===== config.mk =====
export PLATFORM = sky130hd
export DESIGN_NAME = gpib_device_bus_receiver
export DESIGN_NICKNAME = d
export VERILOG_FILES = /design/src/sv/gdbr_pkg.sv /design/src/sv/gpib_device_bus_receiver.sv
export VERILOG_INCLUDE_DIRS = /design/src /design/src/sv
export SDC_FILE = /design/constraint.sdc
export NUM_CORES = 1
export LEC_CHECK = 0
export BUFFER_PORTS_ARGS = -buffer_cell sky130_fd_sc_hd__buf_2
export CORE_MARGIN = 1
export CORE_UTILIZATION = 55
export CTS_CLUSTER_SIZE = 16
export DETAILED_ROUTE_END_ITERATION = 10
export GPL_ROUTABILITY_DRIVEN = 0
export GPL_TIMING_DRIVEN = 1
export PLACE_DENSITY = 0.82
export SLEW_MARGIN = 15
export SYNTH_ARGS = -nofsm -noshare
export SYNTH_HDL_FRONTEND = slang
export SYNTH_SLANG_ARGS = --single-unit

===== constraint.sdc =====
create_clock -name clk -period 2.8 [get_ports clk]
set_input_delay 0.28 -clock clk [delete_from_list [all_inputs] [get_ports clk]]
set_output_delay 0.28 -clock clk [all_outputs]
set_load 0.03 [all_outputs]

===== src/sv/gpib_device_bus_receiver_assert.svh =====
// Assertion macros for the bus receiver.
`ifndef GPIB_DEVICE_BUS_RECEIVER_ASSERT_SVH
`define GPIB_DEVICE_BUS_RECEIVER_ASSERT_SVH

`ifndef SYNTH

`define GDBR_ASSERT_HOLDS(label, cond) \
  label: assert property (@(posedge clk) disable iff (!rst_n) (cond)) \
    else $error("gdbr: invariant violated");

`define GDBR_ASSERT_IMPLIES(label, ante, cons) \
  label: assert property (@(posedge clk) disable iff (!rst_n) (ante) |-> (cons)) \
    else $error("gdbr: implication violated");

`define GDBR_ASSERT_NEXT(label, ante, cons) \
  label: assert property (@(posedge clk) disable iff (!rst_n) (ante) |=> (cons)) \
    else $error("gdbr: next-cycle check violated");

`else

`define GDBR_ASSERT_HOLDS(label, cond)
`define GDBR_ASSERT_IMPLIES(label, ante, cons)
`define GDBR_ASSERT_NEXT(label, ante, cons)

`endif

`endif


===== src/sv/gdbr_pkg.sv =====
`timescale 1ns / 1ps
`default_nettype none

package gdbr_pkg;

  localparam logic       OP_STATUS          = 1'b1;

  localparam logic [2:0] CFG_DEVICE_ADDRESS = 3'd0;
  localparam logic [2:0] CFG_LISTEN_ONLY    = 3'd1;
  localparam logic [2:0] CFG_EOS_MODE       = 3'd2;
  localparam logic [2:0] CFG_EOT_ENABLE     = 3'd3;
  localparam logic [2:0] CFG_EOT_CHAR       = 3'd4;

  localparam logic [1:0] EOS_CRLF           = 2'd0;
  localparam logic [1:0] EOS_CR             = 2'd1;
  localparam logic [1:0] EOS_LF             = 2'd2;

  localparam logic [7:0] CMD_GROUP_MASK     = 8'h60;
  localparam logic [7:0] CMD_TALK_GROUP     = 8'h40;
  localparam logic [7:0] CMD_LISTEN_GROUP   = 8'h20;
  localparam logic [4:0] CMD_UNADDRESS      = 5'h1F;
  localparam logic [7:0] CMD_SPE            = 8'h18;
  localparam logic [7:0] CMD_SPD            = 8'h19;

  localparam logic [7:0] CHAR_CR            = 8'h0D;
  localparam logic [7:0] CHAR_LF            = 8'h0A;

  localparam int         SRQ_BIT            = 6;

  localparam int         OUT_DATA_W         = 24;

endpackage

`default_nettype wire


===== src/sv/gpib_device_bus_receiver.sv =====
// Channel | Direction | tdata (low bit up)                          | tuser / tlast
// in_     | input     | bus_byte, status_value                      | op, is_command / eoi
// out_    | output    | forward_byte, append_eot, poll_reply, srq,  | forward_valid,
//         |           | talk_addressed, listen_addressed, poll_active | poll_reply_valid
//         |           |                                             | / end_of_burst
// cfg_    | input     | cfg_index selects the register, cfg_data    | none
//
// One item is accepted per cycle unless a held result stalls the input; an item passes the
// input register and then the result register, with all decode between the two.
// While out_tready is low the result holds and one more item waits in the input register.
// Reset clears all flags, the status byte and the configuration registers.
// Configuration writes are always taken and act in the cycle after the transfer.
`timescale 1ns / 1ps
`default_nettype none

`include "gpib_device_bus_receiver_assert.svh"

module gpib_device_bus_receiver
  import gdbr_pkg::*;
(
  input  wire logic                  clk,
  input  wire logic                  rst_n,
  input  wire logic                  in_tvalid,
  output logic                       in_tready,
  input  wire logic [15:0]           in_tdata,   // bus_byte, status_value
  input  wire logic [1:0]            in_tuser,   // op, is_command
  input  wire logic                  in_tlast,   // eoi
  output logic                       out_tvalid,
  input  wire logic                  out_tready,
  output logic [OUT_DATA_W-1:0]      out_tdata,  // forward_byte, append_eot, poll_reply,
                                                 // srq, talk_addressed, listen_addressed,
                                                 // poll_active, zero fill
  output logic [1:0]                 out_tuser,  // forward_valid, poll_reply_valid
  output logic                       out_tlast,  // end_of_burst
  input  wire logic                  cfg_valid,
  output logic                       cfg_ready,
  input  wire logic [2:0]            cfg_index,
  input  wire logic [7:0]            cfg_data
);

  logic       in_v_r;
  logic       in_op_r;
  logic       in_cmd_r;
  logic [7:0] in_byte_r;
  logic       in_eoi_r;
  logic [7:0] in_status_r;

  logic [4:0] device_address_r;
  logic       listen_only_r;
  logic [1:0] eos_mode_r;
  logic       eot_enable_r;

  logic       talk_flag_r, talk_flag_nxt;
  logic       listen_flag_r, listen_flag_nxt;
  logic       poll_flag_r, poll_flag_nxt;
  logic       prev_was_cr_r, prev_was_cr_nxt;
  logic [7:0] status_byte_r, status_byte_nxt;

  logic                  out_v_r;
  logic [OUT_DATA_W-1:0] out_data_r;
  logic [1:0]            out_user_r;
  logic                  out_last_r;

  logic       advance;
  logic       fire;
  logic       cfg_fire;
  logic       listen_force;
  logic       fwd_v, app, burst_end, pr_v;
  logic [7:0] fwd_b, pr;
  logic [4:0] cmd_low;
  logic [7:0] cmd_group;

  assign advance      = !out_v_r || out_tready;
  assign fire         = in_v_r && advance;
  assign in_tready    = !in_v_r || advance;
  assign cfg_ready    = 1'b1;
  assign cfg_fire     = cfg_valid && cfg_ready;
  assign listen_force = cfg_fire && (cfg_index == CFG_LISTEN_ONLY) && cfg_data[0];
  assign cmd_low      = in_byte_r[4:0];
  assign cmd_group    = in_byte_r & CMD_GROUP_MASK;

  always_comb begin
    talk_flag_nxt   = talk_flag_r;
    listen_flag_nxt = listen_flag_r;
    poll_flag_nxt   = poll_flag_r;
    prev_was_cr_nxt = prev_was_cr_r;
    status_byte_nxt = status_byte_r;
    fwd_v           = 1'b0;
    fwd_b           = 8'h00;
    app             = 1'b0;
    burst_end       = 1'b0;
    pr_v            = 1'b0;
    pr              = 8'h00;
    if (in_op_r == OP_STATUS) begin
      status_byte_nxt = in_status_r;
    end else if (in_cmd_r) begin
      prev_was_cr_nxt = 1'b0;
      if (cmd_group == CMD_TALK_GROUP) begin
        if (cmd_low == CMD_UNADDRESS) begin
          talk_flag_nxt = 1'b0;
        end else if (!listen_only_r && cmd_low == device_address_r) begin
          talk_flag_nxt = 1'b1;
          if (!poll_flag_r) begin
            burst_end = 1'b1;
          end else begin
            pr_v                     = 1'b1;
            pr                       = status_byte_r;
            status_byte_nxt[SRQ_BIT] = 1'b0;
          end
        end
      end else if (cmd_group == CMD_LISTEN_GROUP) begin
        if (cmd_low == CMD_UNADDRESS) begin
          if (!listen_only_r) begin
            listen_flag_nxt = 1'b0;
          end
        end else if (cmd_low == device_address_r) begin
          listen_flag_nxt = 1'b1;
        end
      end else if (in_byte_r == CMD_SPE) begin
        poll_flag_nxt = 1'b1;
      end else if (in_byte_r == CMD_SPD) begin
        poll_flag_nxt = 1'b0;
      end
    end else begin
      if (listen_flag_r) begin
        fwd_v = 1'b1;
        fwd_b = in_byte_r;
      end
      if (in_eoi_r) begin
        app       = listen_flag_r && eot_enable_r;
        burst_end = 1'b1;
      end else if (in_byte_r == CHAR_CR) begin
        if (eos_mode_r == EOS_CR) begin
          burst_end = 1'b1;
        end else begin
          prev_was_cr_nxt = 1'b1;
        end
      end else if (in_byte_r == CHAR_LF &&
                   (eos_mode_r == EOS_LF || (prev_was_cr_r && eos_mode_r == EOS_CRLF))) begin
        burst_end = 1'b1;
      end else begin
        prev_was_cr_nxt = 1'b0;
      end
    end
  end

  always_ff @(posedge clk) begin
    if (!rst_n) begin
      in_v_r <= 1'b0;
    end else if (in_tready) begin
      in_v_r <= in_tvalid;
    end
  end

  always_ff @(posedge clk) begin
    if (in_tvalid && in_tready) begin
      in_op_r     <= in_tuser[0];
      in_cmd_r    <= in_tuser[1];
      in_byte_r   <= in_tdata[7:0];
      in_status_r <= in_tdata[15:8];
      in_eoi_r    <= in_tlast;
    end
  end

  always_ff @(posedge clk) begin
    if (!rst_n) begin
      device_address_r <= 5'd0;
      listen_only_r    <= 1'b0;
      eos_mode_r       <= EOS_CRLF;
      eot_enable_r     <= 1'b0;
    end else if (cfg_fire) begin
      case (cfg_index)
        CFG_DEVICE_ADDRESS: device_address_r <= cfg_data[4:0];
        CFG_LISTEN_ONLY:    listen_only_r    <= cfg_data[0];
        CFG_EOS_MODE:       eos_mode_r       <= cfg_data[1:0];
        CFG_EOT_ENABLE:     eot_enable_r     <= cfg_data[0];
        CFG_EOT_CHAR: begin
          // The end character itself is inserted on the host side.
        end
        default: begin
        end
      endcase
    end
  end

  always_ff @(posedge clk) begin
    if (!rst_n) begin
      talk_flag_r   <= 1'b0;
      listen_flag_r <= 1'b0;
      poll_flag_r   <= 1'b0;
      prev_was_cr_r <= 1'b0;
      status_byte_r <= 8'h00;
    end else begin
      if (fire) begin
        talk_flag_r   <= talk_flag_nxt;
        poll_flag_r   <= poll_flag_nxt;
        prev_was_cr_r <= prev_was_cr_nxt;
        status_byte_r <= status_byte_nxt;
      end
      if (fire || listen_force) begin
        listen_flag_r <= (fire ? listen_flag_nxt : listen_flag_r) || listen_force;
      end
    end
  end

  always_ff @(posedge clk) begin
    if (!rst_n) begin
      out_v_r <= 1'b0;
    end else if (advance) begin
      out_v_r <= in_v_r;
    end
  end

  always_ff @(posedge clk) begin
    if (fire) begin
      out_user_r <= {pr_v, fwd_v};
      out_last_r <= burst_end;
      out_data_r <= {3'b000, poll_flag_nxt, listen_flag_nxt, talk_flag_nxt,
                     status_byte_nxt[SRQ_BIT], pr, app, fwd_b};
    end
  end

  assign out_tvalid = out_v_r;
  assign out_tdata  = out_data_r;
  assign out_tuser  = out_user_r;
  assign out_tlast  = out_last_r;

  `GDBR_ASSERT_HOLDS(a_listen_only_listens, !listen_only_r || listen_flag_r)
  `GDBR_ASSERT_IMPLIES(a_poll_reply_talks, out_v_r && out_user_r[1],
                       out_data_r[18] && out_data_r[20] && !out_last_r)
  `GDBR_ASSERT_NEXT(a_input_held, in_v_r && !advance, in_v_r && $stable(in_byte_r))
  `GDBR_ASSERT_NEXT(a_srq_tracks_status, fire, out_data_r[17] == status_byte_r[SRQ_BIT])

endmodule

`default_nettype wire


### Word level (Yosys, flattened, before mapping)

Index checks and enable logic that the tools add are counted.

| operators by class | value |
|---|---|
| shifts and indexed selects | 0 |
| magnitude comparators | 0 |
| muxes and demuxes | 41 |
| bitwise operators | 7 |
| add/sub/neg operators | 0 |
| divide/modulo/power cells | 0 |
| multiply operators | 0 |
| eq/ne operators | 16 |
| reductions and logical operators | 29 |

Operators with widths:

| kind | count |
|---|---|
| 1-bit two-way mux | 41 |
| 8-bit by 4-bit == test with 1-bit output, second input constant | 2 |
| 8-bit by 5-bit == test with 1-bit output, second input constant | 2 |
| 2-bit AND reduction | 5 |
| 1-bit logical AND | 8 |
| 1-bit inverter | 7 |
| 3-bit by 2-bit == test with 1-bit output, second input constant | 2 |
| 3-bit inequality test, second input constant | 2 |
| 3-bit OR reduction | 2 |
| 6-bit OR reduction | 1 |
| 5-bit == test | 1 |
| 5-bit == test, second input constant | 1 |
| 1-bit logical OR | 5 |
| 5-bit AND reduction | 1 |
| 5-bit OR reduction | 1 |
| 2-bit by 1-bit == test with 1-bit output, second input constant | 2 |
| 2-bit == test, second input constant | 2 |
| 3-bit by 1-bit == test with 1-bit output, second input constant | 1 |
| 1-bit logical NOT | 3 |
| 3-bit logical NOT | 1 |
| 2-bit logical NOT | 1 |
| 2-bit inequality test, second input constant | 1 |
| 2-bit OR reduction | 1 |

| storage, ports and cells | value |
|---|---|
| flip-flop bits (word level) | 66 |
| memories | 0 |
| memory bits (writable) | 0 |
| latch bits | 0 |
| memory bits (read-only) | 0 |
| input port bits | 35 |

### Logic depth before layout (Yosys ltp)

Gate-level depths: netlist of the first run.

| depth | value |
|---|---|
| word-level depth | 9 |
| mapped depth | 6 |

### Worst setup path before layout of the first run

Ideal clock, no wire load.

| timing | value |
|---|---|
| kind | register to register |
| from | register out_v_r (netlist: out_tvalid) |
| to | register in_byte_r[0] (enable) |
| library setup time | 0.377 ns |
| arrival | 1.414 ns |
| buffers on the path | 0 |
| stages on the path, launching flop included | 4 |
| clock period less this slack | 1.791 ns |
| setup slack | 1.009 ns |
| required time | 2.423 ns |
| cell sequence | dfxtp_1 -> nor2b_1 -> nand2_1 -> and2_1 |

| on the way | value |
|---|---|
| cells in the longest elaborated chain, start to end | 4 |

RTL lines:

| what | line | source |
|---|---|---|
| start, declared | gpib_device_bus_receiver.sv:59 | `logic out_v_r;` |
| start signal, assigned | gpib_device_bus_receiver.sv:210 | `out_v_r <= in_v_r;` |
| 1-bit logical NOT | gpib_device_bus_receiver.sv:73 | `assign advance = !out_v_r \|\| out_tready;` |
| 1-bit logical OR | gpib_device_bus_receiver.sv:73 |  |
| 1-bit logical OR | gpib_device_bus_receiver.sv:75 | `assign in_tready = !in_v_r \|\| advance;` |
| net in_tready | gpib_device_bus_receiver.sv:24 | `output logic in_tready,` |
| 1-bit logical AND | gpib_device_bus_receiver.sv:156 | `if (in_tvalid && in_tready) begin` |
| end signal, assigned | gpib_device_bus_receiver.sv:159 | `in_byte_r <= in_tdata[7:0];` |
| end, declared | gpib_device_bus_receiver.sv:44 | `logic [7:0] in_byte_r;` |

The timed path passes the listed nets, and every way through them passes these cells.
A chain may end at the register's enable or synchronous reset.

### Worst setup path in the final report of the first run

| timing | value |
|---|---|
| from | register in_op_r |
| to | register listen_flag_r |

| on the way | value |
|---|---|
| cells in the longest elaborated chain, start to end | 3 |

RTL lines:

| what | line | source |
|---|---|---|
| start, declared | gpib_device_bus_receiver.sv:42 | `logic in_op_r;` |
| start signal, assigned | gpib_device_bus_receiver.sv:157 | `in_op_r <= in_tuser[0];` |
| 1-bit two-way mux | gpib_device_bus_receiver.sv:94 | `if (in_op_r == OP_STATUS) begin` |
| 1-bit two-way mux | gpib_device_bus_receiver.sv:201 | `listen_flag_r <= (fire ? listen_flag_nxt : listen_flag_r) \|\| listen_force;` |
| 1-bit logical OR | gpib_device_bus_receiver.sv:201 |  |
| end signal, assigned | gpib_device_bus_receiver.sv:201 |  |
| end, declared | gpib_device_bus_receiver.sv:54 | `logic listen_flag_r, listen_flag_nxt;` |

Every way passes these cells.

==> metrics.txt, run 1 <==
# TYPE chip_impl_metric gauge
chip_impl_info{name="slowest_stage",value="edfxtp_1"} 1
chip_impl_info{name="synthTopCellsByArea",value="edfxtp_1 (48%), dfxtp_1 (17%), and2_1 (3.5%)"} 1
chip_impl_metric{name="first_global_vias",unit=""} 1621
chip_impl_metric{name="nNetsFinal",unit=""} 310
chip_impl_metric{name="critPathMaxFanout",unit=""} 15
chip_impl_metric{name="synthCells",unit=""} 213
chip_impl_info{name="cts.root.buffer_cell",value="clkbuf_8"} 1
chip_impl_metric{name="cp.required",unit="ns"} 2.98
chip_impl_metric{name="grt_start_max_net_pins",unit=""} 24
chip_impl_info{name="status",value="completed"} 1
chip_impl_metric{name="timing_worst_slew_pin_value",unit="ns"} 0.872
chip_impl_metric{name="synth_enable_flop_cells",unit=""} 43
chip_impl_metric{name="cts_post_setup_buffers_inserted",unit=""} 0
chip_impl_metric{name="number_of_antenna_violations_at_the_first_check_in_global_routing",unit=""} 0
chip_impl_info{name="worstHoldPathType",value="in -> reg"} 1
chip_impl_metric{name="fill_cells",unit=""} 355
chip_impl_metric{name="rr_worst_depth",unit=""} 4
chip_impl_metric{name="dp.final_hpwl",unit="um"} 3270
chip_impl_metric{name="drive_gt1_share",unit="%"} 28.6
chip_impl_info{name="timing.critical_path.to_type",value="flop"} 1
chip_impl_metric{name="peakVddDrop",unit="V"} 0.000484
chip_impl_info{name="crit_path_cell_chain",value="nand4bb_1, o21a_1, o311ai_0, o221ai_1"} 1
chip_impl_metric{name="totalWireLength",unit="um"} 4670
chip_impl_metric{name="total_leakage_power",unit="nW"} 1.19
chip_impl_metric{name="first_pass_iters",unit=""} 4
chip_impl_metric{name="detail_route.wl_per_cell",unit="um"} 13.5
chip_impl_metric{name="cts_buffers",unit=""} 9
chip_impl_metric{name="reg2reg_setup_slack",unit="ns"} 1.04
chip_impl_metric{name="grt-ovfl-total",unit=""} 0
chip_impl_metric{name="seq_area_frac_synth",unit="%"} 65.3
chip_impl_metric{name="drv.max_cap_violation_count",unit=""} 0
chip_impl_metric{name="post_drt_via_cell_ratio",unit=""} 5.25
chip_impl_metric{name="fin_max_slew_vios",unit=""} 0
chip_impl_metric{name="cts.sink_count",unit=""} 66
chip_impl_metric{name="async_reset_ff_share",unit="%"} 0
chip_impl_metric{name="detailroute.wirelength.met2",unit="um"} 2170
chip_impl_info{name="topRoutingLayerUsed",value="met4"} 1
chip_impl_metric{name="report.final.hold_viol_count",unit=""} 0
chip_impl_metric{name="worst_ep_arrival_time",unit="ns"} 1.94
chip_impl_metric{name="syn_avg_cell_area",unit="sq um"} 12.6
chip_impl_metric{name="fin_crit_sh",unit="%"} 62.9
chip_impl_metric{name="floorplan.die_area",unit="sq um"} 5160
chip_impl_metric{name="syn_to_layout_area_delta",unit="%"} 18.8
chip_impl_metric{name="fin_ws",unit="ns"} 1.04
chip_impl_metric{name="floorplan.rows",unit=""} 25
chip_impl_metric{name="post_cts_resize_count",unit=""} 0
chip_impl_info{name="holdPathEnd",value="in_status_r[5]"} 1
chip_impl_metric{name="fin_tns_setup",unit="ns"} 0
chip_impl_info{name="min_from",value="in_tdata[13]"} 1
chip_impl_metric{name="io-pin-count",unit=""} 65
chip_impl_metric{name="grt_util_all_layers",unit="%"} 20.3
chip_impl_metric{name="antennaDiodeCount",unit=""} 0
chip_impl_metric{name="synth_cell_type_count",unit=""} 46
chip_impl_metric{name="dr_total_vias",unit=""} 1823
chip_impl_metric{name="path_clk_slew",unit="ns"} 0.07
chip_impl_metric{name="drc_errors",unit=""} 0
chip_impl_metric{name="cts_buffer_depth",unit=""} 2
chip_impl_info{name="crit_type",value="reg -> reg"} 1
chip_impl_metric{name="die_y",unit="um"} 71.9
chip_impl_metric{name="initial_core_util",unit="%"} 56.8
chip_impl_metric{name="floorplan.core_area",unit="sq um"} 4720
chip_impl_metric{name="synth_seq_cells",unit=""} 66
chip_impl_metric{name="max_slew_margin",unit="%"} 41.8
chip_impl_info{name="timing.critical_path.from",value="in_op_r"} 1
chip_impl_metric{name="insertion_delay",unit="ns"} 0.34
chip_impl_metric{name="ant_nets",unit=""} 0
chip_impl_info{name="setup_repair_after_global_routing_missed_its_margin",value="false"} 1
chip_impl_metric{name="drtIter0Drc",unit=""} 130
chip_impl_metric{name="fin_clk_skew",unit="ns"} 0.00560
chip_impl_metric{name="wl_met3",unit="um"} 287
chip_impl_metric{name="portbufs",unit=""} 57
chip_impl_info{name="start_of_the_worst_register_to_register_path",value="in_op_r"} 1
chip_impl_info{name="cts_tree",value="done"} 1
chip_impl_metric{name="synthDominantCellAreaShare",unit="%"} 48.1
chip_impl_info{name="synth.largest_area_cell",value="edfxtp_1"} 1
chip_impl_metric{name="worst_hold_margin",unit="ns"} 0.113
chip_impl_metric{name="power.density",unit="nW/um^2"} 608
chip_impl_metric{name="ctsHtreeMaxLevel",unit=""} 3
chip_impl_metric{name="cell_count_of_the_worst_hold_path",unit=""} 1
chip_impl_metric{name="setup_violations",unit=""} 0
chip_impl_metric{name="final_period_minus_worst_setup_slack",unit="ns"} 1.76
chip_impl_metric{name="postCtsHoldBufs",unit=""} 0
chip_impl_metric{name="timing.fmax",unit="GHz"} 0.568
chip_impl_metric{name="finalPower",unit="mW"} 1.94
chip_impl_info{name="worstSetupStartpointType",value="flop"} 1
chip_impl_metric{name="die_width",unit="um"} 71.9
chip_impl_metric{name="post_placement_worst_setup_slack",unit="ns"} 0.971
chip_impl_info{name="critical_path.reg2reg.endpoint",value="listen_flag_r"} 1
chip_impl_info{name="synth_flop_cell",value="edfxtp_1"} 1
chip_impl_metric{name="ys_warn_count",unit=""} 0
chip_impl_metric{name="first_pass_grt_wire_length",unit="um"} 7620
chip_impl_metric{name="critical_path.max_stage_delay",unit="ns"} 0.61
chip_impl_metric{name="wl_met1",unit="um"} 2140
chip_impl_metric{name="synth.cell_area",unit="sq um"} 2680
==> where the power goes <==
group	switching, mW	internal (mW)
registers	0.0269	1.08
clock network	0.327	0.364
logic	0.0959	0.0495
==> cell families (layout without fill, tap and decap cells) <==
family,after synthesis,in the layout,share of synthesized area [%]
XOR/XNOR,5,5,1.63
multiplexers,8,8,2.98
AND/OR/NAND/NOR,92,92,20.7
AO/OA/AOI/OAI,28,28,6.81
other,2,4,0.280
buffers and inverters,12,77,2.33
flip-flops,66,66,65.3
==> how the worst max path moves through the flow <==
stage | to
floorplan | in_byte_r[0]
global placement | out_tuser[0]
detailed placement | out_tdata[0]
CTS | out_tdata[11]
global route | out_tdata[11]
finish | listen_flag_r
==> metal layers <==
layer	up-vias	GRT usage, %
met3	6	7.31
met2	73	29.8
li1	900	-
met1	844	27.6
met4	0	8.50
met5	-	0
==> cells in the final DEF (no fill, tap or decap), types with 2 or more instances in the layout <==
cell type,synthesis,routed
nand3_2,2,2
a21oi_1,12,12
nand4b_1,2,2
nand2_1,15,15
o21a_1,2,2
nand2b_1,3,3
o221ai_1,2,2
nor2b_1,3,3
nor3b_1,2,2
nor3_1,5,5
clkbuf_8,0,11
clkbuf_1,3,2
nor4_1,2,2
clkinv_2,0,2
o21ai_0,2,2
inv_1,3,3
nand4_1,2,2
nor2_1,16,16
xnor2_1,5,5
nand3_1,12,12
buf_2,2,57
edfxtp_1,43,43
conb_1,2,4
mux2i_1,8,8
and2_1,15,15
nand4bb_1,3,3
dfxtp_1,23,23
==> cell type report <==
type	count	area, sq um	area share (%)
clock buffers	13	159	4.98
clock inverters	3	13.8	0.432
inverters	3	11.3	0.353
multi-input cells	137	877	27.5
flip-flops and latches	66	1750	54.9
well taps	67	83.8	2.63
repair buffers	58	293	9.18
==> cell usage after synthesis, drive strengths merged, types with 2 or more instances <==
cell     number
and2         16
nand2b        4
o311ai        2
mux2i         8
dfxtp        23
nor3          6
o21a          2
nand3        14
a21oi        12
nand4b        2
nand4bb       3
o21ai         2
nand2        15
inv           3
clkbuf        3
edfxtp       43
or3           2
nor4          3
xnor2         5
o221ai        2
nor2         16
nor2b         3
conb          2
buf           6
nor3b         3
nand4         2
==> critical path, delay by kind of cell (launching register included) <==
kind / cells / cell delay [ns]
simple gates: 1 / 0.32
flops: 1 / 0.61
compound gates: 3 / 0.68
==> state kept, by name (all words and copies together) (netlist names), 2 cells and up <==
name / cells
out_tdata: 21
in_byte_r: 8
in_status_r: 8
status_byte_r: 8
device_address_r: 5
eos_mode_r: 2
out_tuser: 2
==> through the flow <==
stage | util, % | cell area, sq um | std cells
4_1_cts | 67.5 | 3190 | 347
2_1_floorplan | - | 2690 | 215
6_report | 67.5 | 3190 | 347
3_3_place_gp | 63.9 | 3020 | 331
3_5_place_dp | 63.9 | 3020 | 331
5_1_grt | 67.5 | 3190 | 347
Note: power is estimated with default switching activity, not from simulation.
==> run 2: changes to the inputs <==
- CORE_UTILIZATION: 55 -> 47
- PLACE_DENSITY: 0.82 -> 0.74
- clock period: 2.8 -> 1.47 ns (I/O delays scaled with it)
==> run 2 against run 1 <==
The run now ends with setup timing left. Final cell count up 15%. Clock skew up 0.0028 ns. Clock power up 140%. Design area up 19%. Critical path depth up 2. Combinational power rose to 2.8 times the previous value. Power up 110%. Worst hold slack worse by 0.087 ns. Sequential share of layout area down 8.9 points. Sequential power up 90%.
==> metrics.txt, run 2 (synthesis gave the netlist of run 1 again) <==
# TYPE chip_impl_metric gauge
chip_impl_metric{name="first_pass_iters",unit=""} 5
chip_impl_info{name="worstHoldPathType",value="in -> reg"} 1
chip_impl_metric{name="timing.fmax",unit="GHz"} 0.597
chip_impl_metric{name="critPathMaxFanout",unit=""} 3
chip_impl_metric{name="fin_crit_sh",unit="%"} 114
chip_impl_metric{name="detail_route.wl_per_cell",unit="um"} 13.8
chip_impl_metric{name="fin_max_slew_vios",unit=""} 0
chip_impl_metric{name="drc_errors",unit=""} 0
chip_impl_metric{name="drv.max_cap_violation_count",unit=""} 0
chip_impl_metric{name="die_width",unit="um"} 77.6
chip_impl_metric{name="floorplan.rows",unit=""} 27
chip_impl_metric{name="antennaDiodeCount",unit=""} 0
chip_impl_metric{name="post_drt_via_cell_ratio",unit=""} 5.04
chip_impl_metric{name="portbufs",unit=""} 57
chip_impl_metric{name="largest_register_ffs",unit=""} 21
chip_impl_metric{name="share_comb_of_total_power",unit="%"} 9.9
chip_impl_metric{name="floorplan.core_area",unit="sq um"} 5510
chip_impl_metric{name="drtIter0Drc",unit=""} 90
chip_impl_metric{name="grt-ovfl-total",unit=""} 0
chip_impl_info{name="status",value="finished, violations left"} 1
chip_impl_metric{name="syn_to_layout_area_delta",unit="%"} 41.7
chip_impl_metric{name="cp.required",unit="ns"} 1.66
chip_impl_metric{name="floorplan.die_area",unit="sq um"} 6020
chip_impl_info{name="final_cell_mix",value="buf_2 (57), edfxtp_1 (43), buf_4 (26)"} 1
chip_impl_metric{name="met2_resource_use_gr",unit="%"} 29.7
chip_impl_metric{name="setup_violations",unit=""} 18
chip_impl_info{name="crit_path_cell_chain",value="buf_6, nor3b_2, nand3_2, buf_4, nor3_2, o2bb2ai_1"} 1
chip_impl_metric{name="first_global_vias",unit=""} 1815
chip_impl_metric{name="ctsHtreeMaxLevel",unit=""} 3
chip_impl_metric{name="peakVddDrop",unit="V"} 0.000917
chip_impl_metric{name="number_of_antenna_violations_at_the_first_check_in_global_routing",unit=""} 0
chip_impl_info{name="worstSetupStartpointType",value="flop"} 1
chip_impl_metric{name="initial_core_util",unit="%"} 48.7
chip_impl_metric{name="power.density",unit="nW/um^2"} 1090
chip_impl_metric{name="total_leakage_power",unit="nW"} 1.50
chip_impl_metric{name="insertion_delay",unit="ns"} 0.35
chip_impl_metric{name="power.share.sequential",unit="%"} 50.5
chip_impl_info{name="violations_in_the_final_reports",value="setup timing"} 1
chip_impl_metric{name="fin_clk_skew",unit="ns"} 0.00842
chip_impl_metric{name="cts_buffers",unit=""} 9
chip_impl_metric{name="final_period_minus_worst_setup_slack",unit="ns"} 1.67
chip_impl_info{name="crit_type",value="reg -> reg"} 1
chip_impl_metric{name="die_y",unit="um"} 77.6
chip_impl_metric{name="cts.sink_count",unit=""} 66
chip_impl_metric{name="gr-usage-met3",unit="%"} 4.35
chip_impl_metric{name="power.clock.fraction",unit="%"} 39.6
chip_impl_metric{name="first_pass_grt_wire_length",unit="um"} 8420
chip_impl_metric{name="worst_ep_arrival_time",unit="ns"} 1.87
chip_impl_info{name="cts.root.buffer_cell",value="clkbuf_8"} 1
chip_impl_metric{name="nNetsFinal",unit=""} 358
chip_impl_metric{name="report.final.hold_viol_count",unit=""} 0
chip_impl_metric{name="dr_total_vias",unit=""} 2014
chip_impl_info{name="slowest_stage",value="edfxtp_1"} 1
chip_impl_metric{name="grt_util_all_layers",unit="%"} 19.1
chip_impl_metric{name="critical_path_cell_count",unit=""} 6
chip_impl_metric{name="use_met1",unit="%"} 23.8
chip_impl_metric{name="totalWireLength",unit="um"} 5520
chip_impl_metric{name="ant_nets",unit=""} 0
chip_impl_metric{name="fin_ws",unit="ns"} -0.204
chip_impl_metric{name="grt_start_max_net_pins",unit=""} 25
chip_impl_metric{name="fin_tns_setup",unit="ns"} -1.86
chip_impl_metric{name="path_buf_inv",unit=""} 2
chip_impl_info{name="setup_repair_after_global_routing_missed_its_margin",value="true"} 1
chip_impl_metric{name="cell_count_of_the_worst_hold_path",unit=""} 3
chip_impl_info{name="timing.critical_path.to_type",value="flop"} 1
chip_impl_metric{name="drive_gt1_share",unit="%"} 40.2
chip_impl_metric{name="rr_worst_depth",unit=""} 6
chip_impl_info{name="cts_tree",value="done"} 1
chip_impl_metric{name="power.internal",unit="mW"} 3.17
chip_impl_metric{name="critical_path.max_stage_delay",unit="ns"} 0.47
chip_impl_metric{name="cts_buffer_depth",unit=""} 2
chip_impl_metric{name="power_switching_share",unit="%"} 23.6
chip_impl_info{name="critPathTopFamily",value="simple AND/OR/NAND/NOR gates"} 1
chip_impl_metric{name="dp.final_hpwl",unit="um"} 3510
chip_impl_metric{name="io-pin-count",unit=""} 65
chip_impl_metric{name="path_clk_slew",unit="ns"} 0.08
chip_impl_info{name="mostFrequentLayoutCell",value="buf_2"} 1
chip_impl_metric{name="netSwitchingPower",unit="mW"} 0.977
chip_impl_metric{name="finish.utilization",unit="%"} 69.1
chip_impl_info{name="gr-max-usage-layer",value="met2"} 1
[run 2: cell types whose count changed in the layout (fill, tap and decap cells not counted), sizes merged]
cell         previous run  this run
clkbuf                 13        11
dlygate4sd3             0        19
bufinv                  0         1
inv                     3         4
buf                    58        87
[run 2: worst paths after layout]
| path | slack (ns) | end | start |
|---|---|---|---|
| setup reg to reg | -0.20 | out_tlast | in_byte_r[5] |
| setup / recovery | -0.20 | out_tlast | in_byte_r[5] |
| hold / removal | 0.03 | in_v_r | in_tvalid |
| hold reg to reg | 0.46 | status_byte_r[1] | status_byte_r[1] |
[run 2: final cells by class]
cell class | instances | area (sq um)
clock inverter | 5 | 58.8
multi-input combinational | 137 | 1000
tap | 72 | 90.1
sequential | 66 | 1750
fill | 393 | 1700
inverter | 3 | 11.3
timing repair buffer | 106 | 724
clock buffer | 11 | 163
[run 2: layer usage]
| layer | part of all wire, % | routed length [um] | vias up |
|---|---|---|---|
| li1 | - | - | 996 |
| met1 | 44 | 2440 | 933 |
| met2 | 47 | 2610 | 70 |
| met3 | 5.8 | 322 | 15 |
| met4 | 2.7 | 149 | 0 |
| met5 | 0 | 0 | - |
[run 2: worst reg2reg max path: cells and delay by family (launching register included)]
kind            cells  cell delay, ns
flops               1            0.47
compound gates      1            0.16
simple gates        3            0.54
buf+inv             2            0.36
[run 2: through the flow]
stage | hold WS, ns | instances | total power [mW] | worst slack [ns] | area (sq um)
after global routing | 0.0446 | 400 | 4.26 | -0.259 | 3800
after CTS | 0.0106 | 394 | 4.13 | -0.0903 | 3670
final | 0.0264 | 400 | 4.15 | -0.204 | 3800
after floorplan | 0.246 | 215 | 2.32 | 0.0122 | 2700
after global placement | 0.324 | 358 | 2.46 | -0.0994 | 3210
after detailed placement | 0.325 | 358 | 2.46 | -0.172 | 3210
[run 2: repair_timing]
action	in CTS	in global routing
resized for setup	9	16
setup buffers	1	6
endpoints found under the hold margin	19	0
pin swaps	9	10
hold buffers	19	0
endpoints found under the setup margin	15	20
[run 2: power groups by stage]
stage               registers [mW]  logic, mW  clock network, mW
detailed placement            2.13      0.334                  0
global route                  2.10      0.441               1.72
global placement              2.13      0.330                  0
finish                        2.09      0.411               1.64
floorplan                     2.18      0.143                  0
CTS                           2.09      0.385               1.66
==> run 3: changes to the inputs <==
- ABC_AREA: not set -> 1
==> run 3 against run 2 <==
The run still ends with setup timing left. Sequential power barely moved. Core utilization fell by 3.0 points. Global-route usage decreased by 0.26 points. Maximum frequency rose by 9.2%. Via count rose by 5.1%. Register-to-register slack better by 0.14 ns. Critical endpoint is now out_tdata[9]. Largest cell class unchanged.
==> metrics.txt, run 3 <==
# TYPE chip_impl_metric gauge
chip_impl_info{name="status",value="finished, violations left"} 1
chip_impl_info{name="violations_in_the_final_reports",value="setup timing"} 1
chip_impl_metric{name="path_clk_slew",unit="ns"} 0.07
chip_impl_info{name="synthMostInstantiatedCell",value="edfxtp_1"} 1
chip_impl_info{name="synth.largest_area_cell",value="edfxtp_1"} 1
chip_impl_info{name="crit_path_cell_chain",value="xnor2_2, nand2_2, nor2_2, nand4_1, inv_2, nand2_4, nor2_1"} 1
chip_impl_metric{name="final_period_minus_worst_setup_slack",unit="ns"} 1.53
chip_impl_info{name="cts.root.buffer_cell",value="clkbuf_8"} 1
chip_impl_metric{name="gr-usage-met3",unit="%"} 5.18
chip_impl_metric{name="die_y",unit="um"} 77.8
chip_impl_metric{name="cts.sink_count",unit=""} 66
chip_impl_metric{name="first_global_vias",unit=""} 2038
chip_impl_metric{name="die_width",unit="um"} 77.8
chip_impl_metric{name="detail_route.wl_per_cell",unit="um"} 12.1
chip_impl_metric{name="ys_warn_count",unit=""} 0
chip_impl_metric{name="grt_util_all_layers",unit="%"} 18.9
chip_impl_metric{name="synthDominantCellAreaShare",unit="%"} 47.8
chip_impl_info{name="synthTopCellsByArea",value="edfxtp_1 (48%), dfxtp_1 (17%), inv_1 (5.7%)"} 1
chip_impl_info{name="cts_tree",value="done"} 1
chip_impl_metric{name="power.density",unit="nW/um^2"} 1190
chip_impl_info{name="worstHoldPathType",value="in -> reg"} 1
chip_impl_metric{name="synth_cell_type_count",unit=""} 26
chip_impl_metric{name="synth.cell_area",unit="sq um"} 2700
chip_impl_metric{name="post_drt_via_cell_ratio",unit=""} 4.83
chip_impl_metric{name="insertion_delay",unit="ns"} 0.34
chip_impl_info{name="critPathTopFamily",value="simple AND/OR/NAND/NOR gates"} 1
chip_impl_metric{name="ant_nets",unit=""} 0
chip_impl_metric{name="cts_buffer_depth",unit=""} 2
chip_impl_metric{name="drv.max_cap_violation_count",unit=""} 0
chip_impl_metric{name="placedCellCount",unit=""} 398
chip_impl_metric{name="drive_gt1_share",unit="%"} 33.3
chip_impl_metric{name="nNetsFinal",unit=""} 396
chip_impl_metric{name="floorplan.rows",unit=""} 27
chip_impl_metric{name="critical_path.max_stage_delay",unit="ns"} 0.47
chip_impl_metric{name="cp.required",unit="ns"} 1.68
chip_impl_metric{name="path_buf_inv",unit=""} 1
chip_impl_metric{name="fin_max_slew_vios",unit=""} 0
chip_impl_metric{name="fin_clk_skew",unit="ns"} 0.00376
chip_impl_metric{name="dr_total_vias",unit=""} 2117
chip_impl_metric{name="setup_violations",unit=""} 8
chip_impl_metric{name="fin_ws",unit="ns"} -0.0623
chip_impl_info{name="synth_common_cells",value="edfxtp_1 (43), inv_1 (41), nand2_1 (35)"} 1
chip_impl_metric{name="floorplan.core_area",unit="sq um"} 5510
chip_impl_info{name="slowest_stage",value="edfxtp_1"} 1
chip_impl_metric{name="initial_core_util",unit="%"} 49.0
chip_impl_metric{name="floorplan.die_area",unit="sq um"} 6050
chip_impl_info{name="start_of_the_worst_register_to_register_path",value="in_byte_r[0]"} 1
chip_impl_metric{name="ctsHtreeMaxLevel",unit=""} 3
chip_impl_metric{name="portbufs",unit=""} 57
chip_impl_metric{name="antennaDiodeCount",unit=""} 0
chip_impl_metric{name="seq_area_frac_synth",unit="%"} 64.9
chip_impl_metric{name="fin_crit_sh",unit="%"} 104
chip_impl_info{name="final_cell_mix",value="buf_2 (57), edfxtp_1 (43), inv_1 (40)"} 1
chip_impl_metric{name="report.final.hold_viol_count",unit=""} 0
chip_impl_metric{name="grt-ovfl-total",unit=""} 0
chip_impl_metric{name="grt_start_max_net_pins",unit=""} 20
chip_impl_metric{name="met2_resource_use_gr",unit="%"} 32.5
chip_impl_metric{name="syn_to_layout_area_delta",unit="%"} 34.8
chip_impl_metric{name="dp.final_hpwl",unit="um"} 3630
chip_impl_metric{name="largest_register_ffs",unit=""} 21
chip_impl_metric{name="worst_ep_arrival_time",unit="ns"} 1.74
chip_impl_info{name="timing.critical_path.from",value="in_byte_r[0]"} 1
chip_impl_metric{name="totalWireLength",unit="um"} 5300
chip_impl_metric{name="total_leakage_power",unit="nW"} 1.58
chip_impl_info{name="synth_flop_cell",value="edfxtp_1"} 1
chip_impl_metric{name="first_pass_grt_wire_length",unit="um"} 8580
chip_impl_metric{name="first_pass_iters",unit=""} 4
chip_impl_metric{name="timing.fmax",unit="GHz"} 0.653
chip_impl_info{name="mostFrequentLayoutCell",value="buf_2"} 1
chip_impl_metric{name="io-pin-count",unit=""} 65
chip_impl_metric{name="drc_errors",unit=""} 0
chip_impl_metric{name="peakVddDrop",unit="V"} 0.000754
chip_impl_metric{name="fin_tns_setup",unit="ns"} -0.312
chip_impl_metric{name="synthCells",unit=""} 268
chip_impl_metric{name="syn_avg_cell_area",unit="sq um"} 10.1
chip_impl_metric{name="cts_buffers",unit=""} 9
chip_impl_info{name="crit_type",value="reg -> reg"} 1
chip_impl_metric{name="critPathMaxFanout",unit=""} 8
chip_impl_metric{name="layoutNonFillerInstCount",unit=""} 438
chip_impl_metric{name="async_reset_ff_share",unit="%"} 0
chip_impl_info{name="min_from",value="cfg_data[3]"} 1
chip_impl_info{name="gr-max-usage-layer",value="met2"} 1
chip_impl_metric{name="use_met1",unit="%"} 21.4
chip_impl_metric{name="synth_seq_cells",unit=""} 66
chip_impl_metric{name="drtIter0Drc",unit=""} 98
chip_impl_info{name="setup_repair_after_global_routing_missed_its_margin",value="true"} 1
chip_impl_metric{name="synth_enable_flop_cells",unit=""} 43
chip_impl_metric{name="number_of_antenna_violations_at_the_first_check_in_global_routing",unit=""} 0
chip_impl_info{name="timing.critical_path.to_type",value="flop"} 1
chip_impl_info{name="worstSetupStartpointType",value="flop"} 1
chip_impl_metric{name="fill_cells",unit=""} 433
==> run 3: worst paths after layout <==
kind                         end  slack [ns]  depth (start not counted)
max                 out_tdata[9]       -0.06                          7
min          device_address_r[3]        0.09                          3
max reg2reg         out_tdata[9]       -0.06                          7
min reg2reg     status_byte_r[5]        0.46                          2
==> run 3: power breakdown <==
part / internal (mW) / leakage, nW / switching (mW) / total (mW)
clock: 1.07 / 0.123 / 0.718 / 1.79
sequential: 2.06 / 0.608 / 0.0387 / 2.10
combinational: 0.164 / 0.847 / 0.259 / 0.423
==> run 3: worst register-to-register path: cells and delay by family (launching register included) <==
family	cells	cell delay (ns)
AND/OR/NAND/NOR	5	0.61
flip-flops	1	0.47
XOR/XNOR	1	0.20
buffers and inverters	1	0.13
==> run 3: through the flow <==
stage | utilization [%] | hold slack [ns] | total power [mW] | area [sq um] | setup WS (ns)
CTS | 64.6 | 0.0849 | 4.32 | 3560 | 0.0115
global route | 66.1 | 0.103 | 4.45 | 3640 | -0.0960
finish | 66.1 | 0.0940 | 4.32 | 3640 | -0.0623
detailed placement | 56.4 | 0.326 | 2.50 | 3100 | -0.00927
global placement | 56.4 | 0.324 | 2.49 | 3100 | 0.0488
floorplan | - | 0.246 | 2.38 | 2720 | 0.00751
==> run 3: repair_timing <==
| action | 4_1_cts | 5_1_grt |
|---|---|---|
| resized for setup | 0 | 14 |
| setup buffers | 3 | 2 |
| hold buffers | 19 | 0 |
| gates cloned | 0 | 0 |
| hold endpoints to repair | 19 | 0 |
| endpoints found under the setup margin | 7 | 31 |
| pin swaps | 0 | 5 |
==> run 3: cells by family after synthesis <==
group,count (synthesis),share of synthesized area [%]
compound gates,44,8.53
xor+xnor,2,0.649
buf+inv,56,8.48
flops,66,64.9
other cells,2,0.278
simple gates,98,17.2
==> run 3: layer usage <==
layer / wire (um) / vias up
met4: 114 / 0
met5: 0 / -
li1: - / 1064
met3: 205 / 11
met1: 2290 / 991
met2: 2690 / 51
==> run 3: area by class of cell <==
cell class / count / area, sq um / share of cell area (%)
inverters: 50 / 194 / 5.33
clock buffers: 10 / 149 / 4.09
multi-input cells: 148 / 782 / 21.5
flip-flops and latches: 66 / 1750 / 48.2
clock inverters: 6 / 95.1 / 2.61
repair buffers: 86 / 576 / 15.8
well taps: 72 / 90.1 / 2.48
